===== src/rtl/euler_to_rotation_matrix_assert.svh =====
// Assertion macros for the Euler angle to rotation matrix block.
// Depends on nothing; included by modules that carry assertions.
`ifndef EULER_TO_ROTATION_MATRIX_ASSERT_SVH
`define EULER_TO_ROTATION_MATRIX_ASSERT_SVH
// Implication checked at every clock edge outside reset.
`define E2R_ASSERT_IMP(label, clk, rst_n, ante, cons) \
    label: assert property (@(posedge clk) disable iff (!rst_n) (ante) |-> (cons)) \
        else $error("assertion failed");
// Implication with the consequent in the cycle after the antecedent.
`define E2R_ASSERT_NEXT(label, clk, rst_n, ante, cons) \
    label: assert property (@(posedge clk) disable iff (!rst_n) (ante) |=> (cons)) \
        else $error("assertion failed");
`endif


===== src/rtl/e2r_pkg.sv =====
// Shared constants, types and helpers for the Euler to rotation matrix block.
// Depends on nothing.
`default_nettype none
package e2r_pkg;
    localparam int CordicStages = 24;
    localparam int DataW = 34;
    localparam logic signed [DataW-1:0] PiQ28 = 34'sd843314857;
    localparam logic signed [DataW-1:0] TwoPiQ28 = 34'sd1686629713;
    localparam logic signed [DataW-1:0] HalfPiQ28 = 34'sd421657428;
    localparam logic signed [DataW-1:0] CordicK = 34'sd652032874;
    localparam logic signed [DataW-1:0] OneQ30 = 34'sd1073741824;

    typedef struct packed {
        logic signed [DataW-1:0] x;
        logic signed [DataW-1:0] y;
        logic signed [DataW-1:0] z;
        logic neg_cos;
    } t_rot;

    typedef struct packed {
        logic signed [DataW-1:0] s;
        logic signed [DataW-1:0] c;
    } t_sc;

    function automatic logic signed [DataW-1:0] atan_q30(input logic [4:0] i);
        logic [31:0] v;
        unique case (i)
            5'd0: v = 32'h3243F6A8;  5'd1: v = 32'h1DAC6705;
            5'd2: v = 32'h0FADBAFC;  5'd3: v = 32'h07F56EA6;
            5'd4: v = 32'h03FEAB76;  5'd5: v = 32'h01FFD55B;
            5'd6: v = 32'h00FFFAAA;  5'd7: v = 32'h007FFF55;
            5'd8: v = 32'h003FFFEA;  5'd9: v = 32'h001FFFFD;
            5'd10: v = 32'h000FFFFF; 5'd11: v = 32'h0007FFFF;
            5'd12: v = 32'h0003FFFF; 5'd13: v = 32'h0001FFFF;
            5'd14: v = 32'h0000FFFF; 5'd15: v = 32'h00007FFF;
            5'd16: v = 32'h00003FFF; 5'd17: v = 32'h00001FFF;
            5'd18: v = 32'h00000FFF; 5'd19: v = 32'h000007FF;
            5'd20: v = 32'h000003FF; 5'd21: v = 32'h000001FF;
            5'd22: v = 32'h000000FF; 5'd23: v = 32'h0000007F;
            5'd24: v = 32'h0000003F; 5'd25: v = 32'h0000001F;
            5'd26: v = 32'h0000000F; 5'd27: v = 32'h00000008;
            5'd28: v = 32'h00000004; 5'd29: v = 32'h00000002;
            5'd30: v = 32'h00000001; default: v = 32'h00000000;
        endcase
        return DataW'(signed'({1'b0, v}));
    endfunction

    function automatic logic signed [DataW-1:0] sat_one(input logic signed [DataW-1:0] v);
        if (v > OneQ30) return OneQ30;
        if (v < -OneQ30) return -OneQ30;
        return v;
    endfunction
endpackage
`default_nettype wire


===== src/rtl/e2r_reduce.sv =====
// Range reduction of one angle from Q3.28 to a Q30 CORDIC seed.
// Depends on e2r_pkg.
`default_nettype none
module e2r_reduce
    import e2r_pkg::*;
(
    input  wire logic signed [31:0] i_angle,
    output t_rot                    o_rot
);
    logic signed [DataW-1:0] a;
    always_comb begin
        a = DataW'(i_angle);
        o_rot.neg_cos = 1'b0;
        for (int k = 0; k < 2; k++) if (a > PiQ28) a = a - TwoPiQ28;
        for (int k = 0; k < 2; k++) if (a < -PiQ28) a = a + TwoPiQ28;
        if (a > HalfPiQ28) begin
            a = PiQ28 - a;
            o_rot.neg_cos = 1'b1;
        end else if (a < -HalfPiQ28) begin
            a = -PiQ28 - a;
            o_rot.neg_cos = 1'b1;
        end
        o_rot.z = a <<< 2;
        o_rot.x = CordicK;
        o_rot.y = '0;
    end
endmodule
`default_nettype wire


===== config.mk =====
export PLATFORM = sky130hd
export DESIGN_NAME = e2r_reduce
export DESIGN_NICKNAME = d
export VERILOG_FILES = /design/src/rtl/euler_to_rotation_matrix_assert.svh /design/src/rtl/e2r_pkg.sv /design/src/rtl/e2r_reduce.sv
export SDC_FILE = /design/constraint.sdc
export NUM_CORES = 1
export LEC_CHECK = 0
export ABC_AREA = 1
export BUFFER_PORTS_ARGS = -buffer_cell sky130_fd_sc_hd__buf_2
export CAP_MARGIN = 20
export CORE_MARGIN = 4
export CORE_UTILIZATION = 44
export DETAILED_ROUTE_END_ITERATION = 6
export SLEW_MARGIN = 30
export SYNTH_ARGS = -nofsm -noshare
export SYNTH_HDL_FRONTEND = slang
export SYNTH_SLANG_ARGS = --single-unit
export TNS_END_PERCENT = 5

===== constraint.sdc =====
create_clock -name vclk -period 13.3
set_input_delay 0.665 -clock vclk [all_inputs]
set_output_delay 0.665 -clock vclk [all_outputs]
set_load 0.05 [all_outputs]

==> metrics.txt <==
iteration-0 DRC count of the detailed router=1,325; first-pass GRT wire length=between 50,000 and 60,000 um; commonest non-fill, non-tap cell in the layout=nand2_1; die span in x=150.7 um; sequential power share=0%; leakage power=5.396 nW; Top Ports=135; Slowest-stage cell, CP=o21ai_0; Most common cell on crit path=nand2_1; dominant cell type by area after synthesis=nand2_1; DR WL/cell=15.39 um; Vias=11,880; Buffers on Ports=65; GR Overflow Total=0; routability cong.=approximately 1.0; row cnt=around 50; final std cells w/o fill=2,222; measured slew at the worst slew-check pin=0.8411 ns; total setup buffers inserted after CTS=0; Post-Route WL=34,200 um; synthesized area per cell=~4.6 sq um; Vias/cell=about 5.3; failing checks=design-rule violations; power share of the combinational group=between 90% and 100%; final setup fails=0; die area=22,710 sq um; CLK BUF=0; initial antenna violation count=0; final slew viol count=0; Net Sw Frac=around three quarters; Startpoint Class=input pin; Initial Util=45.44%; final hold viol count=0; Netlist cell types=51; Seq Cell Count=0; vias in the first global route=10,190; share of cells above drive strength 1=8.840%; Critical Path AT=roughly 10 ns; Routed Antenna Nets=0; Area Growth Syn to Fin=1.341%; Max IR drop VDD=0.08029 mV; fin crit period=11.14 ns; setup TNS=0 ns; element type at the critical path end=primary output; CTS Hold Bufs=0; TritonRoute pass-1 iters=7; largest net degree at the start of global routing=48; Highest Clock Rate=89.73 MHz; Hold/Removal Path Class=in2out; placed cells=2,222; die height=about 150 um; commonest non-fill, non-tap cells in the layout=782 x nand2_1, 243 x nor2_1, 239 x inv_1; flip-flop and latch area=0 sq um; dpl hpwl=28,300 um; synthesized cell area=8960 sq um; max incr delay on CP=0.75 ns; Nets=1,997; final worst path period share=approximately 84%; GRT Total Usage=28.58%; Internal Pwr Total=0.3215 mW; Core Region=19,720 sq um; Filler Cell Count=2,384; WP data required=roughly 13 ns; status=finished, violations left; NetSw=1.066 mW; synth warn=0; final routed DRC violation total=1; Crit Path Category=in2out; hold_ws=2.372 ns; Pwr per Cell Area=152.8 nW/um^2; ANT cells=0; CP max FO=47; fin util=46.05%; max cap viols=0; post-synthesis sequential area ratio=0%; # resized after CTS=0; Yosys top cell area share=roughly a third; RSZ-0062 raised after global routing=no; Synth Instances=1,929; Synth area leaders=nand2_1 33%, nand3_1 12%, nor2_1 10%, inv_1 10%, buf_4 6.6%; clock power share=0%; Max-Slew Margin vs Limit=a little over two fifths
routing by layer:
metal,vias to the layer above,GRT usage [%],wire (um)
met1,5352,42.83,15910
met2,550,45.71,15010
met5,-,0,0
li1,5945,-,-
met4,0,3.581,410
met3,31,2.318,2869
cell usage after synthesis (11+ instances only):
library cell	number
inv_2	20
nor2_2	17
nand3_1	210
inv_1	239
nor2_1	243
nor3_1	18
xor2_1	39
buf_6	11
buf_2	12
o21ai_0	40
nand2_1	782
a21oi_1	31
nand4_1	59
nand2_2	28
buf_4	79
critical path: cells and delay by family:
family	cells	cell delay, ns
compound gates	6	2.21
buf+inv	6	1.02
fa+ha+maj	4	0.99
simple gates	36	5.52
stage by stage:
stage / total power [mW] / area, sq um / worst slack (ns)
5_1_grt: 1.505 / 9080 / 1.054
2_1_floorplan: 1.077 / 9215 / 5.276
4_1_cts: 1.362 / 9080 / 2.286
6_report: 1.387 / 9080 / 2.156
3_3_place_gp: 1.359 / 9080 / 2.495
3_5_place_dp: 1.357 / 9080 / 2.325
cell type report:
| class | instances | area (sq um) | share of cell area, % |
|---|---|---|---|
| repair buffers | 67 | 340.3 | 3.748 |
| inverters | 263 | 989.7 | 10.90 |
| multi-input cells | 1627 | 7418 | 81.70 |
| well taps | 265 | 331.6 | 3.652 |
power by group through the flow:
stage	Clock, mW	Combinational (mW)	Sequential (mW)
after floorplan	0	1.08	0
after global placement	0	1.36	0
after detailed placement	0	1.36	0
after CTS	0	1.36	0
after global routing	0	1.50	0
final	0	1.39	0
path summary, 6_finish.rpt:
path | startpoint | endpoint | slack [ns] | cells past startpoint
setup / recovery | i_angle[0] | o_rot[15] | 2.16 | 52
hold / removal | i_angle[31] | o_rot[14] | 2.37 | 9
kinds of logic after synthesis:
| family | Yosys count | synth area share (%) |
|---|---|---|
| other cells | 2 | 0.08382 |
| simple gates | 1398 | 67.20 |
| fa+ha+maj | 6 | 0.8378 |
| xor+xnor | 41 | 4.008 |
| buf+inv | 370 | 20.05 |
| compound gates | 112 | 7.820 |
(Power assumes the default switching activity.)
